File: config.mk
export PLATFORM = sky130hd
export DESIGN_NAME = acrf_ctrl
export DESIGN_NICKNAME = d
export VERILOG_FILES = /design/src/sv/acrf_pkg.sv /design/src/sv/acrf_ctrl.sv
export SDC_FILE = /design/constraint.sdc
export NUM_CORES = 1
export LEC_CHECK = 0
export ABC_CLOCK_PERIOD_IN_PS = 970
export BUFFER_PORTS_ARGS = -buffer_cell sky130_fd_sc_hd__buf_2
export CAP_MARGIN = 20
export CORE_AREA = 5 5 42 44
export DETAILED_ROUTE_END_ITERATION = 10
export DIE_AREA = 0 0 47 49
export GPL_ROUTABILITY_DRIVEN = 0
export PLACE_DENSITY_LB_ADDON = 0.05
export SYNTH_ARGS = -nofsm -noshare
export SYNTH_HDL_FRONTEND = slang
export SYNTH_SLANG_ARGS = --single-unit
File: constraint.sdc
create_clock -name i_clk -period 0.97 [get_ports i_clk]
set_clock_uncertainty 0.2 [all_clocks]
set_input_delay 0.097 -clock i_clk [delete_from_list [all_inputs] [get_ports i_clk]]
set_output_delay 0.097 -clock i_clk [all_outputs]
set_load 0.02 [all_outputs]
File: src/sv/acrf_pkg.sv
// ----------------------------------------------------------------------------
// Audio capture ring FIFO package
// Shared widths, command/phase/failure codes and the word and control types.
// ----------------------------------------------------------------------------
package acrf_pkg;

    localparam int RING_DEPTH  = 4096;
    localparam int SAMPLE_BITS = 32;
    localparam int ADDR_W      = $clog2(RING_DEPTH);
    localparam int CAP_W       = 13;
    localparam int WORD_W      = 32;
    localparam int COUNT_W     = 48;
    localparam int SESSION_W   = 16;

    localparam logic [2:0] MODE_RESET   = 3'd0;
    localparam logic [2:0] MODE_PREPARE = 3'd1;
    localparam logic [2:0] MODE_CLEAR   = 3'd2;
    localparam logic [2:0] MODE_BEGIN   = 3'd3;
    localparam logic [2:0] MODE_CAPTURE = 3'd4;
    localparam logic [2:0] MODE_STOP    = 3'd5;
    localparam logic [2:0] MODE_DRAIN   = 3'd6;
    localparam logic [2:0] MODE_STATUS  = 3'd7;

    localparam logic [2:0] PH_IDLE      = 3'd0;
    localparam logic [2:0] PH_PREPARED  = 3'd1;
    localparam logic [2:0] PH_CAPTURING = 3'd2;
    localparam logic [2:0] PH_COMPLETE  = 3'd3;
    localparam logic [2:0] PH_FAILED    = 3'd4;

    localparam logic [1:0] FAIL_NONE     = 2'd0;
    localparam logic [1:0] FAIL_MISSING  = 2'd1;
    localparam logic [1:0] FAIL_OVERFLOW = 2'd2;

    typedef struct packed {
        logic [2:0]           mode;
        logic                 layout_stereo;
        logic [SESSION_W-1:0] session_id;
        logic [COUNT_W-1:0]   start_frame;
        logic [1:0]           channels_present;
        logic [WORD_W-1:0]    left_sample;
        logic [WORD_W-1:0]    right_sample;
    } t_cmd;

    typedef struct packed {
        logic               done_ok;
        logic [2:0]         phase_now;
        logic [1:0]         failure_code;
        logic               frame_valid;
        logic [WORD_W-1:0]  left_out;
        logic [WORD_W-1:0]  right_out;
        logic [CAP_W-1:0]   fill_level;
        logic [COUNT_W-1:0] frames_accepted;
    } t_rsp;

    typedef struct packed {
        logic latch;
        logic exec;
        logic load;
    } t_ctrl_cmd;

endpackage

File: src/sv/acrf_ctrl.sv
// ----------------------------------------------------------------------------
// Audio capture ring FIFO controller
// Sequences latch, execute and result load for each command word.
// ----------------------------------------------------------------------------
module acrf_ctrl import acrf_pkg::*; (
    input  logic      i_clk,
    input  logic      i_rst_n,
    input  logic      i_in_valid,
    output logic      o_in_ready,
    output logic      o_out_valid,
    input  logic      i_out_ready,
    output t_ctrl_cmd o_cmd
);

    typedef enum logic [1:0] {
        S_IDLE,
        S_EXEC,
        S_LOAD
    } t_state;

    t_state r_state, n_state;
    logic   r_out_valid, n_out_valid;
    logic   out_free;
    logic   accept;

    assign out_free   = !r_out_valid || i_out_ready;
    assign o_in_ready = (r_state == S_IDLE) || (r_state == S_LOAD);
    assign accept     = i_in_valid && o_in_ready;

    always_comb begin
        n_state     = r_state;
        n_out_valid = r_out_valid && !i_out_ready;
        o_cmd       = '0;
        o_cmd.latch = accept;
        case (r_state)
            S_IDLE: begin
                if (accept) begin
                    n_state = S_EXEC;
                end
            end
            S_EXEC: begin
                // result slot must be free before state is committed
                if (out_free) begin
                    o_cmd.exec = 1'b1;
                    n_state    = S_LOAD;
                end
            end
            S_LOAD: begin
                o_cmd.load  = 1'b1;
                n_out_valid = 1'b1;
                n_state     = accept ? S_EXEC : S_IDLE;
            end
            default: begin
                n_state = S_IDLE;
            end
        endcase
    end

    always_ff @(posedge i_clk) begin
        if (!i_rst_n) begin
            r_state     <= S_IDLE;
            r_out_valid <= 1'b0;
        end else begin
            r_state     <= n_state;
            r_out_valid <= n_out_valid;
        end
    end

    assign o_out_valid = r_out_valid;

endmodule

==> results.sh, run 1 <==
export IMPL_status="complete, but fails checks"
export IMPL_violations="negative setup slack"
export IMPL_synth_seq_cells=3
export IMPL_antenna_found_initial=0
export IMPL_layout_setup_ws_ns=-0.3339
export IMPL_cts_sinks=3
export IMPL_syn_num_nets=17
export IMPL_setup_viol=8
export IMPL_drive_gt1_frac=0.8529
export IMPL_synthMuxAreaShare=0
export IMPL_hold_violations=0
export IMPL_cts_tree="yes"
export IMPL_crit_family="simple AND/OR/NAND/NOR gates"
export IMPL_ys_flop_type="dfxtp_1"
export IMPL_ys_seq_area_frac=0.4211
export IMPL_layout_cells_non_filler=50
export IMPL_via_count=172
export IMPL_area_growth_syn_to_layout_pct=156.1
export IMPL_ys_warn_count=0
export IMPL_grt_max_degree=5
export IMPL_path_max_fanout=2
export IMPL_relSlewSlack=0.8861
export IMPL_critPathSlowestCell="dfxtp_2"
export IMPL_htree_levels=1
export IMPL_fillerInstances=160
export IMPL_ys_top_cells_by_count="dfxtp_1 (3), o21a_1 (2)"
export IMPL_ant_nets=0
export IMPL_worst_setup_path_end_kind="output pin"
export IMPL_hpwl_um=306.5
export IMPL_grt_pass1_vias=178
export IMPL_rows=14
export IMPL_cp_data_arrival_time_ns=1.01
export IMPL_cts_buffers=3
export IMPL_final_area_um2=365.4
export IMPL_portBuffers=8
export IMPL_place_inst=38
export IMPL_fin_crit_ns=1.304
export IMPL_async_flop_share=0
export IMPL_core_um2=1401
export IMPL_synth_fa_ha_area_frac=0
export IMPL_grt_usage=0.05696
export IMPL_synth_simple_gate_area_frac=0.3947
export IMPL_start_util=0.1018
export IMPL_drv_slew=0
export IMPL_max_freq_mhz=766.9
export IMPL_cp_start_kind="register"
export IMPL_holdWs_ns=0.1222
export IMPL_synth_edff_count=0
export IMPL_syn_inst=13
export IMPL_drc=0
export IMPL_tightest_slew_ns=0.1704
export IMPL_yosysMostFrequentCell="dfxtp_1"
export IMPL_synth_top_area_share=0.4211
export IMPL_netlist_area_um2=142.6
export IMPL_vdd_drop_max_mv=0.3841
export IMPL_ys_types=10
export IMPL_ys_top_cells_by_area="dfxtp_1 (42%), nor4b_2 (11%), o21a_1 (11%)"
export IMPL_drt_wl_total_um=453
export IMPL_grt_pass1_wl_um=793
export IMPL_die_h_um=49
export IMPL_synth_xor_area_share=0
export IMPL_crit_buf_inv=1
export IMPL_root_buffer="clkbuf_4"
export IMPL_path_clk_slew_ns=0.04
export IMPL_placed_area_um2=227.7
export IMPL_path_class="register to output pin"
export IMPL_overflow=0
export IMPL_cap_violations=0
export IMPL_synth_compound_area_share=0.1053
export IMPL_drt_pass1_iter_count=1
export IMPL_post_route_period_util=1.344
export IMPL_avgViaCountPerCell=3.440
export IMPL_drt_initial_drc_count=0
export IMPL_die_area_um2=2303
export IMPL_antenna_cells=0
export IMPL_synth_top_cell_by_area="dfxtp_1"
export IMPL_synth_top_family_by_area="simple AND/OR/NAND/NOR gates"
export IMPL_clockBufferDepth=2
export IMPL_die_x_um=47
export IMPL_cp_required_ns=0.67
export IMPL_p_leak_nw=0.1720
export IMPL_rsz0062_at_grt="yes"
export IMPL_slowest_delay_ns=0.31
export IMPL_power_density_nw_per_um2=1263
export IMPL_path_cells="and2b_2 -> nor3_4 -> buf_6"
export IMPL_layout_nets=39
export IMPL_ios=9
export IMPL_final_util=0.2607
export IMPL_wl_per_cell_um=9.060
export IMPL_worstHoldPathType="input port to register"
export IMPL_syn_avg_cell_area_um2=10.97
export IMPL_clkLatencyLatePin_ns=0.24
final cells by class:
| type | instances | area [um2] | area share |
|---|---|---|---|
| clock buffers | 4 | 26.28 | 0.07192 |
| inverters | 1 | 6.256 | 0.01712 |
| multi-input cells | 8 | 91.34 | 0.2500 |
| flip-flops and latches | 3 | 68.82 | 0.1884 |
| well taps | 16 | 20.02 | 0.05479 |
| repair buffers | 18 | 152.6 | 0.4178 |
logic make-up after synthesis:
family                 Yosys count
buffers and inverters            2
DFF                              3
AOI/OAI and AO/OA                2
and+or+nand+nor                  6
report_power, final:
| part | leakage [nW] | switching, W | total, W | internal [W] |
|---|---|---|---|---|
| combinational | 0.131 | 0.0000375 | 0.000101 | 0.0000638 |
| sequential | 0.0264 | 0.00000689 | 0.000134 | 0.000128 |
| clock | 0.0150 | 0.0000712 | 0.000226 | 0.000155 |
| total | 0.172 | 0.000116 | 0.000462 | 0.000346 |
flip-flops by register name (all words and copies together), names as in the netlist:
signal / flops
o_out_valid: 1
r_state: 2
tightest hold or removal path, delay by kind of cell:
| kind | cells | cell delay [ns] |
|---|---|---|
| simple gates | 1 | 0.14 |
| buf+inv | 2 | 0.19 |
| compound gates | 1 | 0.11 |
through the flow:
step	worst slack, ns	setup TNS [ns]	power [W]
after floorplan	-0.1101	-0.2731	0.0001752
after detailed placement	-0.1336	-0.4166	0.0001968
after CTS	-0.3452	-1.938	0.0004574
after global placement	-0.1494	-0.4877	0.0001982
after global routing	-0.4032	-2.444	0.0005093
final	-0.3339	-2.045	0.0004616
timing repair:
item,4_1_cts,5_1_grt
hold endpoints to repair,3,0
gates resized for setup,12,6
pin swaps,0,1
hold buffers,1,0
setup endpoints to repair,8,8
buffers inserted,4,4
placed cells by master, fill, tap and decap left out:
| master | count |
|---|---|
| dfxtp_4 | 2 |
| buf_6 | 6 |
| buf_4 | 8 |
| buf_2 | 3 |
| and2b_2 | 1 |
| nor4b_2 | 1 |
| clkbuf_1 | 1 |
| clkbuf_4 | 3 |
| nor3_4 | 1 |
| and4bb_1 | 1 |
| nor2b_4 | 1 |
| dlygate4sd3_1 | 1 |
| and2b_4 | 1 |
| o21a_1 | 2 |
| dfxtp_2 | 1 |
| inv_4 | 1 |
metal layers:
metal,up-vias,part of all wire,GRT usage
met4,0,0.042,0.08295
met1,79,0.31,0.03720
met2,6,0.56,0.07692
met5,-,0,0
li1,85,-,-
met3,2,0.088,0.04428
path summary, 6_finish.rpt:
check	end	slack (ns)	cells past startpoint	start
setup / recovery	o_cmd[1]	-0.33	3	o_out_valid
hold / removal	r_state[0]	0.12	4	i_in_valid
setup reg to reg	r_state[1]	-0.32	4	o_out_valid
hold reg to reg	r_state[1]	0.25	1	r_state[1]
(Power assumes the default switching activity.)
==> inputs of run 2 (changes only) <==
==> constraint.sdc (replaced) <==
create_clock -name i_clk -period 0.97 [get_ports i_clk]
set_clock_uncertainty 0.2 [all_clocks]
set_input_delay 0.097 -clock i_clk [delete_from_list [all_inputs] [get_ports i_clk]]
set_output_delay 0.097 -clock i_clk [all_outputs]
set_load 0.1 [all_outputs]
==> run 2 against run 1 <==
  * Count of clock-buffer cells in the layout did not move
  * Largest power group unchanged
  * Core utilization rose by 6.7 points
  * The run still ends with negative setup slack left
  * Non-clock buffer count rose by 3
  * Die area did not move
  * Sequential power barely moved
  * Sequential share of layout area fell by 3.8 points
  * Wire length rose by 15%
==> results.sh, run 2 (synthesis gave the netlist of run 1 again) <==
export IMPL_tightest_slew_ns=0.1830
export IMPL_ios=9
export IMPL_avgViaCountPerCell=3.660
export IMPL_ant_nets=0
export IMPL_cts_sinks=3
export IMPL_highest_layer="met4"
export IMPL_path_cells="and2b_2 -> nor3_4 -> buf_12"
export IMPL_wl_met2_um=283
export IMPL_setup_viol=8
export IMPL_cts_tree="yes"
export IMPL_grt_usage=0.05762
export IMPL_grt_pass1_wl_um=800
export IMPL_die_area_um2=2303
export IMPL_fillerInstances=155
export IMPL_max_freq_mhz=702.3
export IMPL_power_density_nw_per_um2=1253
export IMPL_relSlewSlack=0.8775
export IMPL_drt_pass1_iter_count=1
export IMPL_drive_gt1_frac=0.8649
export IMPL_rows=14
export IMPL_wl_met1_um=161
export IMPL_crit_family="simple AND/OR/NAND/NOR gates"
export IMPL_cp_start_kind="register"
export IMPL_holdWs_ns=0.1367
export IMPL_largest_reg_flops=2
export IMPL_pre_cts_ws_ns=-0.2637
export IMPL_via_count=194
export IMPL_htree_levels=1
export IMPL_die_x_um=47
export IMPL_cts_buffers=3
export IMPL_cp_data_arrival_time_ns=1.13
export IMPL_start_util=0.1018
export IMPL_fin_crit_ns=1.424
export IMPL_p_leak_nw=0.2109
export IMPL_wl_per_cell_um=9.849
export IMPL_path_max_fanout=2
export IMPL_antenna_found_initial=0
export IMPL_critPathSlowestCell="dfxtp_4"
export IMPL_portBuffers=8
export IMPL_post_route_period_util=1.468
export IMPL_worstHoldPathType="input port to register"
export IMPL_crit_buf_inv=1
export IMPL_rsz0062_at_grt="yes"
export IMPL_root_buffer="clkbuf_4"
export IMPL_layout_setup_ws_ns=-0.4540
export IMPL_die_h_um=49
export IMPL_area_growth_syn_to_layout_pct=221.9
export IMPL_status="complete, but fails checks"
export IMPL_drc=0
export IMPL_path_clk_slew_ns=0.04
export IMPL_hold_violations=0
export IMPL_vdd_drop_max_mv=0.5650
export IMPL_layout_nets=42
export IMPL_antenna_cells=0
export IMPL_clkLatencyLatePin_ns=0.24
export IMPL_core_um2=1401
export IMPL_path_class="register to output pin"
export IMPL_drv_slew=0
export IMPL_final_util=0.3277
export IMPL_slowest_delay_ns=0.33
export IMPL_grt_pass1_vias=179
export IMPL_violations="negative setup slack"
export IMPL_drt_wl_total_um=522
export IMPL_worst_setup_path_end_kind="output pin"
export IMPL_overflow=0
export IMPL_mostFrequentLayoutCells="buf_6 (6), buf_4 (6), buf_12 (5)"
export IMPL_route_met3_wl_um=68
export IMPL_cap_violations=0
export IMPL_clockBufferDepth=2
export IMPL_top_register="r_state"
export IMPL_cp_required_ns=0.67
export IMPL_drt_initial_drc_count=0
export IMPL_grt_max_degree=5
-- run 2: cell types whose count changed in the layout (fill, tap and decap cells not counted) --
| cell | before | now |
|---|---|---|
| nor4b_4 | 0 | 1 |
| buf_4 | 8 | 6 |
| nor4b_2 | 1 | 0 |
| buf_12 | 0 | 5 |
-- run 2: stage by stage --
step | area (um2) | setup TNS, ns | cells | power, W
finish | 459.2 | -2.764 | 53 | 0.0005754
global route | 459.2 | -3.091 | 53 | 0.0006191
CTS | 429.2 | -2.646 | 50 | 0.0005708
detailed placement | 317.8 | -0.8586 | 40 | 0.0003102
global placement | 317.8 | -0.8932 | 40 | 0.0003109
floorplan | 163.9 | -2.246 | 13 | 0.0002445
-- run 2: area by class of cell --
| class | instances | area, um2 | area share |
|---|---|---|---|
| timing repair buffer | 21 | 237.7 | 0.5177 |
| multi-input combinational | 8 | 100.1 | 0.2180 |
| sequential | 3 | 68.82 | 0.1499 |
| inverter | 1 | 6.256 | 0.01362 |
| clock buffer | 4 | 26.28 | 0.05722 |
| tap | 16 | 20.02 | 0.04360 |
-- run 2: layer usage --
metal,vias to the layer above,track usage
met5,-,0
met4,0,0.05530
met3,2,0.06642
met2,9,0.06787
met1,91,0.04803
li1,92,-
-- run 2: worst paths after layout --
path	endpoint	start	cells past startpoint	slack [ns]
max	o_cmd[1]	o_out_valid	3	-0.45
min	r_state[0]	i_out_ready	3	0.14
max reg2reg	r_state[0]	o_out_valid	5	-0.35
min reg2reg	r_state[1]	r_state[1]	2	0.37
-- run 2: repair_timing --
item                                    CTS  global route
hold buffers                              1             0
pin swaps                                 2             2
gates resized for setup                  11             4
buffers inserted                          6             5
endpoints found under the setup margin    8             8
hold endpoints to repair                  3             0
cloned                                    0             0
-- run 2: tightest hold or removal path, delay by kind of cell --
kind	cells	cell delay [ns]
AOI/OAI and AO/OA	1	0.16
buffers and inverters	1	0.08
and+or+nand+nor	1	0.20
-- run 2: where the power goes --
part           switching, W  internal [W]  leakage, nW  total (W)
clock             0.0000722      0.000155       0.0150   0.000227
sequential       0.00000717      0.000127       0.0264   0.000134
combinational      0.000114      0.000100        0.169   0.000214
